File: src/rtl/sha1md_pkg.sv
// Shared constants, types and control struct of the SHA-1 digest block.
`timescale 1ns / 1ps

package sha1md_pkg;

    localparam int WORD_W  = 32;
    localparam int WIN_N   = 16;
    localparam int CHAIN_N = 5;

    // Chaining values after restart, H0 at index 0
    localparam logic [CHAIN_N-1:0][WORD_W-1:0] H_INIT = {
        32'hC3D2E1F0, 32'h10325476, 32'h98BADCFE, 32'hEFCDAB89, 32'h67452301
    };

    // Round constants, one for each group of twenty rounds
    localparam logic [WORD_W-1:0] K_CH  = 32'h5A827999;
    localparam logic [WORD_W-1:0] K_PA1 = 32'h6ED9EBA1;
    localparam logic [WORD_W-1:0] K_MAJ = 32'h8F1BBCDC;
    localparam logic [WORD_W-1:0] K_PA2 = 32'hCA62C1D6;

    localparam logic [6:0] RND_G1   = 7'd20;
    localparam logic [6:0] RND_G2   = 7'd40;
    localparam logic [6:0] RND_G3   = 7'd60;
    localparam logic [6:0] RND_LAST = 7'd79;

    localparam logic [7:0] PAD_MARK = 8'h80;
    localparam logic [5:0] POS_LAST = 6'd63;
    localparam logic [5:0] POS_LEN  = 6'd56;
    localparam logic [2:0] WIDX_LAST = 3'd4;

    // Control from the sequencer to the datapath
    typedef struct packed {
        logic       push;    // shift one byte into the block window
        logic [7:0] pbyte;   // byte to shift in
        logic [1:0] pos_lo;  // byte lane within the current word
        logic       ld;      // load working words from chain
        logic       step;    // run one round
        logic       fold;    // add working words into chain
        logic       init;    // restore the initial chain
        logic [6:0] rnd;     // round number
        logic [2:0] widx;    // digest word being presented
    } t_ctl;

endpackage

File: src/rtl/sha1md_in_if.sv
// Input channel: message bytes and end-of-message marks.
`timescale 1ns / 1ps

interface sha1md_in_if;
    logic       valid;
    logic       ready;
    logic [7:0] data_byte;
    logic       byte_valid;
    logic       end_of_message;

    modport source (output valid, output data_byte, output byte_valid,
                    output end_of_message, input ready);
    modport sink   (input valid, input data_byte, input byte_valid,
                    input end_of_message, output ready);
endinterface

File: src/rtl/sha1md_out_if.sv
// Output channel: digest words.
`timescale 1ns / 1ps

interface sha1md_out_if;
    logic        valid;
    logic        ready;
    logic [31:0] digest_word;
    logic [2:0]  word_index;
    logic        last_word;

    modport source (output valid, output digest_word, output word_index,
                    output last_word, input ready);
    modport sink   (input valid, input digest_word, input word_index,
                    input last_word, output ready);
endinterface

File: src/rtl/sha1_message_digest.sv
// Top level of the streaming SHA-1 digest block.
//
//   channel  direction  payload                                 transaction
//   i_msg    sink       data_byte, byte_valid, end_of_message   one message step
//   o_dig    source     digest_word, word_index, last_word      one digest word
//
// A step with a byte packs it into the window; the byte filling a 64-byte block
// starts a compression (80 rounds through the one round unit, then one fold).
// End of message shifts in padding and length one byte a cycle up to the block
// end, with one or two compressions, then presents five digest words.
// Reset (i_rst_n low at a clock edge) restores the initial chain and clears the
// byte count. i_msg.ready is low while a full block compresses, and from end
// of message until the last digest word is taken; o_dig stalls hold the word.
`timescale 1ns / 1ps

module sha1_message_digest
    import sha1md_pkg::*;
(
    input  logic         i_clk,
    input  logic         i_rst_n,
    sha1md_in_if.sink    i_msg,
    sha1md_out_if.source o_dig
);

    t_ctl              s_ctl;
    logic [WORD_W-1:0] s_w0;
    logic [WORD_W-1:0] s_word;
    logic              s_in_ready;
    logic              s_out_valid;

    sha1md_ctrl u_ctrl (
        .i_clk       (i_clk),
        .i_rst_n     (i_rst_n),
        .i_in_fire   (i_msg.valid && s_in_ready),
        .i_data_byte (i_msg.data_byte),
        .i_byte_valid(i_msg.byte_valid),
        .i_eom       (i_msg.end_of_message),
        .i_out_fire  (s_out_valid && o_dig.ready),
        .o_in_ready  (s_in_ready),
        .o_out_valid (s_out_valid),
        .o_ctl       (s_ctl)
    );

    sha1md_sched u_sched (
        .i_clk (i_clk),
        .i_ctl (s_ctl),
        .o_w0  (s_w0)
    );

    sha1md_round u_round (
        .i_clk   (i_clk),
        .i_rst_n (i_rst_n),
        .i_ctl   (s_ctl),
        .i_w     (s_w0),
        .o_word  (s_word)
    );

    // Drive the channels
    assign i_msg.ready       = s_in_ready;
    assign o_dig.valid       = s_out_valid;
    assign o_dig.digest_word = s_word;
    assign o_dig.word_index  = s_ctl.widx;
    assign o_dig.last_word   = (s_ctl.widx == WIDX_LAST);

endmodule

File: src/rtl/sha1md_sched.sv
// Block window: byte packing and the rolling 16-word message schedule.
`timescale 1ns / 1ps

module sha1md_sched
    import sha1md_pkg::*;
(
    input  logic              i_clk,
    input  t_ctl              i_ctl,
    output logic [WORD_W-1:0] o_w0
);

    logic [WIN_N-1:0][WORD_W-1:0] r_win;
    logic [23:0]                  r_acc;
    logic [WORD_W-1:0]            s_mix;
    logic [WORD_W-1:0]            s_word;

    // Expand the next schedule word from the window taps
    assign s_mix  = r_win[13] ^ r_win[8] ^ r_win[2] ^ r_win[0];
    assign s_word = {r_acc, i_ctl.pbyte};
    assign o_w0   = r_win[0];

    // Pack bytes big-endian, push full words; during rounds roll the window
    always_ff @(posedge i_clk) begin
        if (i_ctl.push) begin
            r_acc <= s_word[23:0];
            if (i_ctl.pos_lo == 2'd3) begin
                r_win <= {s_word, r_win[WIN_N-1:1]};
            end
        end else if (i_ctl.step) begin
            r_win <= {{s_mix[WORD_W-2:0], s_mix[WORD_W-1]}, r_win[WIN_N-1:1]};
        end
    end

endmodule

File: src/rtl/sha1md_round.sv
// Shared round unit: working words, round function and chaining words.
`timescale 1ns / 1ps

module sha1md_round
    import sha1md_pkg::*;
(
    input  logic              i_clk,
    input  logic              i_rst_n,
    input  t_ctl              i_ctl,
    input  logic [WORD_W-1:0] i_w,
    output logic [WORD_W-1:0] o_word
);

    logic [CHAIN_N-1:0][WORD_W-1:0] r_chain;
    logic [WORD_W-1:0] r_a, r_b, r_c, r_d, r_e;
    logic [WORD_W-1:0] s_f, s_k, s_t;

    // Select round function and constant by round group
    always_comb begin
        if (i_ctl.rnd < RND_G1) begin
            s_f = (r_b & r_c) | (~r_b & r_d);
            s_k = K_CH;
        end else if (i_ctl.rnd < RND_G2) begin
            s_f = r_b ^ r_c ^ r_d;
            s_k = K_PA1;
        end else if (i_ctl.rnd < RND_G3) begin
            s_f = (r_b & r_c) | (r_b & r_d) | (r_c & r_d);
            s_k = K_MAJ;
        end else begin
            s_f = r_b ^ r_c ^ r_d;
            s_k = K_PA2;
        end
    end

    assign s_t = {r_a[WORD_W-6:0], r_a[WORD_W-1:WORD_W-5]} + s_f + r_e + s_k + i_w;

    // Advance working words one round, or load them from the chain
    always_ff @(posedge i_clk) begin
        if (i_ctl.ld) begin
            r_a <= r_chain[0];
            r_b <= r_chain[1];
            r_c <= r_chain[2];
            r_d <= r_chain[3];
            r_e <= r_chain[4];
        end else if (i_ctl.step) begin
            r_a <= s_t;
            r_b <= r_a;
            r_c <= {r_b[1:0], r_b[WORD_W-1:2]};
            r_d <= r_c;
            r_e <= r_d;
        end
    end

    // Fold the block result into the chain; restore after each digest
    always_ff @(posedge i_clk) begin
        if (!i_rst_n) begin
            r_chain <= H_INIT;
        end else if (i_ctl.init) begin
            r_chain <= H_INIT;
        end else if (i_ctl.fold) begin
            r_chain[0] <= r_chain[0] + r_a;
            r_chain[1] <= r_chain[1] + r_b;
            r_chain[2] <= r_chain[2] + r_c;
            r_chain[3] <= r_chain[3] + r_d;
            r_chain[4] <= r_chain[4] + r_e;
        end
    end

    // Pick the digest word on display
    always_comb begin
        unique case (i_ctl.widx)
            3'd0:    o_word = r_chain[0];
            3'd1:    o_word = r_chain[1];
            3'd2:    o_word = r_chain[2];
            3'd3:    o_word = r_chain[3];
            3'd4:    o_word = r_chain[4];
            default: o_word = '0;
        endcase
    end

endmodule

File: src/rtl/sha1md_ctrl.sv
// Sequencer: byte position, length count, padding, rounds and digest output.
`timescale 1ns / 1ps

module sha1md_ctrl
    import sha1md_pkg::*;
(
    input  logic       i_clk,
    input  logic       i_rst_n,
    input  logic       i_in_fire,
    input  logic [7:0] i_data_byte,
    input  logic       i_byte_valid,
    input  logic       i_eom,
    input  logic       i_out_fire,
    output logic       o_in_ready,
    output logic       o_out_valid,
    output t_ctl       o_ctl
);

    localparam logic [2:0] ST_IDLE  = 3'd0;
    localparam logic [2:0] ST_ROUND = 3'd1;
    localparam logic [2:0] ST_FOLD  = 3'd2;
    localparam logic [2:0] ST_PAD   = 3'd3;
    localparam logic [2:0] ST_OUT   = 3'd4;

    logic [2:0]  r_state, n_state;
    logic [5:0]  r_pos,   n_pos;
    logic [60:0] r_count, n_count;
    logic [63:0] r_len,   n_len;
    logic        r_mark,  n_mark;
    logic        r_lenph, n_lenph;
    logic        r_pad,   n_pad;
    logic [6:0]  r_rnd,   n_rnd;
    logic [2:0]  r_widx,  n_widx;
    t_ctl        s_ctl;

    // Next-state logic of the sequencer
    always_comb begin
        n_state = r_state;
        n_pos   = r_pos;
        n_count = r_count;
        n_len   = r_len;
        n_mark  = r_mark;
        n_lenph = r_lenph;
        n_pad   = r_pad;
        n_rnd   = r_rnd;
        n_widx  = r_widx;
        s_ctl        = '0;
        s_ctl.pos_lo = r_pos[1:0];
        s_ctl.rnd    = r_rnd;
        s_ctl.widx   = r_widx;
        unique case (r_state)
            ST_IDLE: begin
                if (i_in_fire) begin
                    if (i_byte_valid) begin
                        s_ctl.push  = 1'b1;
                        s_ctl.pbyte = i_data_byte;
                        n_count     = r_count + 61'd1;
                    end
                    if (i_eom) begin
                        n_pad = 1'b1;
                        n_len = {n_count, 3'b000};
                    end
                    if (i_byte_valid && r_pos == POS_LAST) begin
                        s_ctl.ld = 1'b1;
                        n_state  = ST_ROUND;
                    end else if (i_eom) begin
                        n_state = ST_PAD;
                    end
                end
            end
            ST_PAD: begin
                s_ctl.push = 1'b1;
                if (!r_mark) begin
                    s_ctl.pbyte = PAD_MARK;
                    n_mark      = 1'b1;
                end else if (r_lenph || r_pos == POS_LEN) begin
                    s_ctl.pbyte = r_len[63:56];
                    n_len       = {r_len[55:0], 8'h00};
                    n_lenph     = 1'b1;
                end else begin
                    s_ctl.pbyte = 8'h00;
                end
                if (r_pos == POS_LAST) begin
                    s_ctl.ld = 1'b1;
                    n_state  = ST_ROUND;
                end
            end
            ST_ROUND: begin
                s_ctl.step = 1'b1;
                if (r_rnd == RND_LAST) begin
                    n_rnd   = '0;
                    n_state = ST_FOLD;
                end else begin
                    n_rnd = r_rnd + 7'd1;
                end
            end
            ST_FOLD: begin
                s_ctl.fold = 1'b1;
                if (r_pad && r_lenph) begin
                    n_state = ST_OUT;
                end else if (r_pad) begin
                    n_state = ST_PAD;
                end else begin
                    n_state = ST_IDLE;
                end
            end
            ST_OUT: begin
                if (i_out_fire) begin
                    if (r_widx == WIDX_LAST) begin
                        s_ctl.init = 1'b1;
                        n_widx  = '0;
                        n_pos   = '0;
                        n_count = '0;
                        n_mark  = 1'b0;
                        n_lenph = 1'b0;
                        n_pad   = 1'b0;
                        n_state = ST_IDLE;
                    end else begin
                        n_widx = r_widx + 3'd1;
                    end
                end
            end
            default: n_state = ST_IDLE;
        endcase
        if (s_ctl.push) begin
            n_pos = r_pos + 6'd1;
        end
    end

    // Hold sequencer state
    always_ff @(posedge i_clk) begin
        if (!i_rst_n) begin
            r_state <= ST_IDLE;
            r_pos   <= '0;
            r_count <= '0;
            r_len   <= '0;
            r_mark  <= 1'b0;
            r_lenph <= 1'b0;
            r_pad   <= 1'b0;
            r_rnd   <= '0;
            r_widx  <= '0;
        end else begin
            r_state <= n_state;
            r_pos   <= n_pos;
            r_count <= n_count;
            r_len   <= n_len;
            r_mark  <= n_mark;
            r_lenph <= n_lenph;
            r_pad   <= n_pad;
            r_rnd   <= n_rnd;
            r_widx  <= n_widx;
        end
    end

    assign o_in_ready  = (r_state == ST_IDLE);
    assign o_out_valid = (r_state == ST_OUT);
    assign o_ctl       = s_ctl;

    // Byte packing and window rolling never collide
    a_push_step: assert property (@(posedge i_clk) disable iff (!i_rst_n)
        !(s_ctl.push && s_ctl.step))
        else $error("byte push during a round");

    // Every compression starts at round zero
    a_ld_rnd: assert property (@(posedge i_clk) disable iff (!i_rst_n)
        s_ctl.ld |=> (r_rnd == '0 && r_state == ST_ROUND))
        else $error("compression did not start at round zero");

    // Compression only starts on a full block
    a_ld_full: assert property (@(posedge i_clk) disable iff (!i_rst_n)
        s_ctl.ld |-> (r_pos == POS_LAST && s_ctl.push))
        else $error("compression started on a partial block");

    // The final digest word restarts the message state
    a_restart: assert property (@(posedge i_clk) disable iff (!i_rst_n)
        (r_state == ST_OUT && i_out_fire && r_widx == WIDX_LAST)
            |=> (r_pos == '0 && r_count == '0 && !r_pad))
        else $error("message state not cleared after digest");

    // Digest is shown only after the length block
    a_out_len: assert property (@(posedge i_clk) disable iff (!i_rst_n)
        (r_state == ST_OUT) |-> (r_lenph && r_pad && r_pos == '0))
        else $error("digest shown before the length was folded in");

endmodule
File: src/flat_wrapper.sv
// flat-port wrapper written by rule: the top's interface ports become plain ports
module sha1_message_digest_flat import sha1md_pkg::*;
  (i_clk, i_rst_n, i_msg_valid, i_msg_data_byte, i_msg_byte_valid, i_msg_end_of_message, i_msg_ready, o_dig_valid, o_dig_digest_word, o_dig_word_index, o_dig_last_word, o_dig_ready);
  sha1md_in_if i_msg_i ();
  sha1md_out_if o_dig_i ();
  input  logic i_clk;
  input  logic i_rst_n;
  input wire logic [$bits(i_msg_i.valid)-1:0] i_msg_valid;
  input wire logic [$bits(i_msg_i.data_byte)-1:0] i_msg_data_byte;
  input wire logic [$bits(i_msg_i.byte_valid)-1:0] i_msg_byte_valid;
  input wire logic [$bits(i_msg_i.end_of_message)-1:0] i_msg_end_of_message;
  output wire logic [$bits(i_msg_i.ready)-1:0] i_msg_ready;
  output wire logic [$bits(o_dig_i.valid)-1:0] o_dig_valid;
  output wire logic [$bits(o_dig_i.digest_word)-1:0] o_dig_digest_word;
  output wire logic [$bits(o_dig_i.word_index)-1:0] o_dig_word_index;
  output wire logic [$bits(o_dig_i.last_word)-1:0] o_dig_last_word;
  input wire logic [$bits(o_dig_i.ready)-1:0] o_dig_ready;
  assign i_msg_i.valid = i_msg_valid;
  assign i_msg_i.data_byte = i_msg_data_byte;
  assign i_msg_i.byte_valid = i_msg_byte_valid;
  assign i_msg_i.end_of_message = i_msg_end_of_message;
  assign i_msg_ready = i_msg_i.ready;
  assign o_dig_valid = o_dig_i.valid;
  assign o_dig_digest_word = o_dig_i.digest_word;
  assign o_dig_word_index = o_dig_i.word_index;
  assign o_dig_last_word = o_dig_i.last_word;
  assign o_dig_i.ready = o_dig_ready;
  sha1_message_digest u_core (.i_clk(i_clk), .i_rst_n(i_rst_n), .i_msg(i_msg_i), .o_dig(o_dig_i));
endmodule
File: config.mk
export PLATFORM = sky130hd
export DESIGN_NAME = sha1_message_digest_flat
export DESIGN_NICKNAME = d
export VERILOG_FILES = /design/src/rtl/sha1md_pkg.sv /design/src/rtl/sha1md_in_if.sv /design/src/rtl/sha1md_out_if.sv /design/src/rtl/sha1_message_digest.sv /design/src/rtl/sha1md_sched.sv /design/src/rtl/sha1md_round.sv /design/src/rtl/sha1md_ctrl.sv /design/src/flat_wrapper.sv
export SDC_FILE = /design/constraint.sdc
export NUM_CORES = 2
export LEC_CHECK = 0
export ABC_AREA = 1
export BUFFER_PORTS_ARGS = -buffer_cell sky130_fd_sc_hd__buf_2
export CAP_MARGIN = 20
export CORE_ASPECT_RATIO = 1.4
export CORE_MARGIN = 2
export CORE_UTILIZATION = 51
export DETAILED_ROUTE_END_ITERATION = 16
export GPL_TIMING_DRIVEN = 0
export PLACE_DENSITY = 0.66
export SETUP_SLACK_MARGIN = 0.05
export SYNTH_ARGS = -nofsm -noshare
export SYNTH_HDL_FRONTEND = slang
export SYNTH_SLANG_ARGS = --single-unit
File: constraint.sdc
create_clock -name i_clk -period 19.19 [get_ports i_clk]
set_input_delay 3.838 -clock i_clk [delete_from_list [all_inputs] [get_ports i_clk]]
set_output_delay 3.838 -clock i_clk [all_outputs]
set_load 0.005 [all_outputs]
After elaboration in Yosys (flattened, before gate mapping)
Cells that the tools add are included.

Bits in registers: 1003. Input bits: 14. Output and inout port bits: 38. Word-level logic and storage cells: 182.

Add/subtract/negate cells: 13. Magnitude comparators: 3. Equality and inequality tests: 22. Mux-type cells: 69. Bitwise gates (word level): 14. Reduce and logical (&&, ||, !) cells: 25.

Operators with widths (number): 512-bit two-way mux (3); 32-bit two-way mux (15); 32-bit adder (9); 64-bit two-way mux (4); 61-bit two-way mux (4); 32-bit one-hot mux with 5 select lines (1); 32-bit XOR (5); 32-bit AND (4); 64-bit one-hot mux with 2 select lines (1); 61-bit one-hot mux with 2 select lines (1); 32-bit OR (3); 61-bit by 1-bit adder with 61-bit output, second input constant (1); 32-bit NOT (1); 31-bit two-way mux (1); 3-bit two-way mux (9); 6-bit two-way mux (4); 9-bit two-way mux (2); 2-bit inequality test, second input constant (9); 9-bit one-hot mux with 2 select lines (1); 8-bit two-way mux (2); 2-bit nonzero test (8); 3-bit one-hot mux with 5 select lines (1); 5-bit AND reduction (3); 7-bit by 6-bit < comparator with 1-bit output, second input constant (2); other kinds (24) (52).

Depth between registers and ports, before layout
Depth in word-level cells: 12. Mapped depth: 30.

By module
Synthesis repeated with hierarchy kept, for this count alone.

Cell total of the unflattened synthesis: 6621. Area, all modules: 56212.7 um^2.

By module, submodules not included: sha1md_round (times used 1, cells each 4244, area an instance 29179.2 um^2, sequential area each 8007.7 um^2); sha1md_sched (times used 1, cells each 1123, area an instance 18890.6 um^2, sequential area each 16095.4 um^2); sha1md_ctrl (times used 1, cells each 1247, area an instance 8114.0 um^2, sequential area each 2882.8 um^2); sha1_message_digest (times used 1, cells each 7, area an instance 28.8 um^2, sequential area each 0.0 um^2).

Worst setup path before layout
OpenSTA, ideal clock, no wires.

Kind: input-to-reg. Start point: in i_msg_valid. End point: reg u_core.u_sched.r_win (netlist bit u_core.u_sched.o_w0[0]) (enable). Setup time: 3.682 ns. Data arrival time: 13.182 ns. Slack: 2.327 ns. Stages: 10. Buffers on the path: 2. Cells stage by stage: nor2_1 inv_2 nand3_4 nor2_8 nand2_4 nand2_1 buf_2 buf_2 nand2_1 nand2_1.

RTL lines: start: declaration (RTL line flat_wrapper.sv:8) `input wire logic [$bits(i_msg_i.valid)-1:0] i_msg_valid;`; end signal: assignment (RTL line sha1md_sched.sv:27) `r_win <= {s_word, r_win[WIN_N-1:1]};`; end signal: assignment (RTL line sha1md_sched.sv:30) `r_win <= {{s_mix[WORD_W-2:0], s_mix[WORD_W-1]}, r_win[WIN_N-1:1]};`; end: declaration (RTL line sha1md_sched.sv:12) `logic [WIN_N-1:0][WORD_W-1:0] r_win;`.

==> run metrics <==
Starting Density 51.21%; Clock Skews 0.05928 ns; Setup Viol. Count Final 0; first-pass GRT wire length between 200,000 and 300,000 um; clock latency on the worst-skew pair 0.73 ns; Hold Vio Cnt, Final 0; CTS tree built; fin crit share 40.46%; FF-to-FF Start u_core.u_ctrl.r_rnd[4]; # rows 141; Synth area leader edfxtp_1; Syn Inst Count 6,046; Reg clk slew, reported paths 0.06 ns; Slew Limit Fails 0; most common cell after layout, fill and taps aside nand2_1; Top FF cell, synth edfxtp_1; critical path launch point o_dig_ready; CTS Buf Count 98; H-tree levels 3; Worst setup EP type flop; total core area 0.1051 mm2; critical path launch point type primary input; path type of the worst setup path primary input to flop; HPWL after DPL 163,200 um; die area 0.1082 mm2; Die Ht roughly 400 um; EDFF count, synth 696; Synthesized Nets 6,387; CP Max Fanout 75; Hold Crit Start u_core.u_sched.r_win[40]; Port Buffers a little over 50; most frequent cells in the layout nand2_1 (1,322), inv_1 (779), edfxtp_1 (696), a21oi_1 (567), nor2_1 (482); WL/cell 27.02 um; post-route core utilization 56.53%; 1st-iter DRT viols 4,394; CP required 19.59 ns; hold bufs inserted after CTS 0; Hold Slack 0.4026 ns; routability cong. 1.098; Worst Tran Pin Value 1.319 ns; routed wire length 207,000 um; Total GRT Usage 38.02%; Net count, final about 6,600; synth warn 0; synth unique cells 50; run status completed; Longest Clk Path Bufs 3; Hold Path Class flop to flop; setup bufs post-CTS 0; initial antenna violation count 9; total gr overflow 0; register area share after synthesis about half; setup_tns 0 ns; via count roughly 45,000; Synth Cell Area 0.05384 mm2; largest net degree at the start of global routing 79; Tmin final 7.764 ns; vias in the first global route 42,780; max_slew headroom 12.08%; Ports 52; width of the die 278.6 um; DRT Pass-1 Iters 7; area delta synth->final 10.39%; register bit total from synthesis 1,000; placed instance area 0.05619 mm2; unrepaired setup endpoints after global routing false; antenna-violating nets left 0; ys async rst share 0%; Root Buffer clkbuf_16; CP arrival 8.16 ns; fmax approximately 0.13 GHz; Synth top area share 38.82%; synth top area cells edfxtp_1 (39%), dfxtp_1 (11%), nand2_1 (9.2%); share of post-route cells with drive strength above 1 5.144%; Final Cell Area 0.05944 mm2; vias per cell around 5.8; DRC Markers 0; max-cap violations 0; Syn Area/Cell 8.905 um2; post_cts resized 0; clock sink total around 1,000
==> cells in the mapped netlist (2+ instances only) <==
library cell     n
xor2_1          75
nor4_1           8
o21ai_2          7
a21boi_0        14
buf_6            2
nor2_2           6
a31oi_1          9
dfxtp_1        304
buf_1           30
a221oi_1        30
or2_2           23
a21oi_1        567
o211ai_1        37
o21ai_0        398
o21a_1          17
edfxtp_1       696
nand3_1        290
inv_1          779
buf_2           32
a21o_1          26
and3_1          11
clkbuf_1        97
nand3b_1        23
fa_1           125
inv_2           13
xnor2_1        109
a22oi_1          4
buf_4            6
ha_1           202
nand2b_1         2
o22ai_1         47
o221ai_1        22
nand2_1       1324
a211oi_1        22
nand4_1         61
nor2_1         483
o21bai_1        21
nor3_1          64
o21ai_1         49
==> state kept, by name, indices dropped and copies added, names as in the netlist, 6 cells and up <==
| signal | flops |
|---|---|
| u_core.u_ctrl.r_len | 61 |
| u_core.u_ctrl.r_rnd | 7 |
| u_core.u_sched.o_w0 | 32 |
| u_core.u_round.r_b | 32 |
| u_core.u_round.r_c | 32 |
| u_core.u_ctrl.r_count | 61 |
| u_core.u_round.r_d | 32 |
| u_core.u_round.r_a | 32 |
| u_core.u_ctrl.r_pos | 6 |
| u_core.u_sched.r_acc | 24 |
| u_core.u_round.r_e | 32 |
| u_core.u_sched.r_win | 480 |
| u_core.u_round.r_chain | 160 |
==> worst max-delay path, cell delays in order <==
cell and delay [ns]:
buf_2 0.12, inv_1 0.07, nand2_1 0.11, nand3_4 0.18, nor2_8 0.27, nand2_4 0.12, nand2_1 0.11, buf_2 0.26
buf_2 0.70, nand2_1 0.23, nand2_4 0.66, buf_16 0.37, buf_16 0.33, buf_16 0.34, buf_16 0.31
==> path summary, 6_finish.rpt <==
kind / to / slack, ns / depth (start not counted)
worst max-delay path: u_core.u_sched.r_win[156] / 11.43 / 15
worst min-delay path: u_core.u_sched.o_w0[8] / 0.40 / 0
worst max register to register: u_core.u_round.r_a[30] / 11.71 / 26
worst min register to register: u_core.u_sched.o_w0[8] / 0.40 / 0
==> metrics by stage <==
step / instances / setup WS, ns
3_3_place_gp: 7455 / -2.052
4_1_cts: 7654 / 11.42
6_report: 7659 / 11.43
2_1_floorplan: 6046 / 2.327
5_1_grt: 7656 / 11.12
3_5_place_dp: 7471 / 10.63
==> area by class of cell <==
cell class / count / area [um2]
antenna: 3 / 7.507
buffer: 167 / 713.2
clock buffer: 121 / 2589
clock inverter: 62 / 624.3
fill: 9582 / 45710
inverter: 793 / 2977
multi-input combinational: 4086 / 23190
sequential: 1000 / 26990
tap: 1358 / 1699
timing repair buffer: 69 / 650.6
==> logic make-up (layout without fill, tap and decap cells) <==
logic type | count (synthesis) | after routing | share of synthesized area (%)
simple gates | 2303 | 2303 | 17.67
compound gates | 1272 | 1272 | 13.03
flops | 1000 | 1000 | 50.12
buf+inv | 960 | 1212 | 6.837
fa+ha+maj | 327 | 327 | 9.342
xor+xnor | 184 | 184 | 2.993
other cells | 0 | 3 | 0
==> per-layer routing <==
layer,GRT usage (%),up-vias,part of all wire [%]
li1,-,20710,-
met1,42.73,21190,36
met2,61.03,1937,46
met3,7.525,699,7.2
met4,34.70,8,11
met5,0,-,0.026
Power is left out: the tool's default activity adds up to more than one toggle a clock period on the data nets, which glitch-free logic cannot reach.
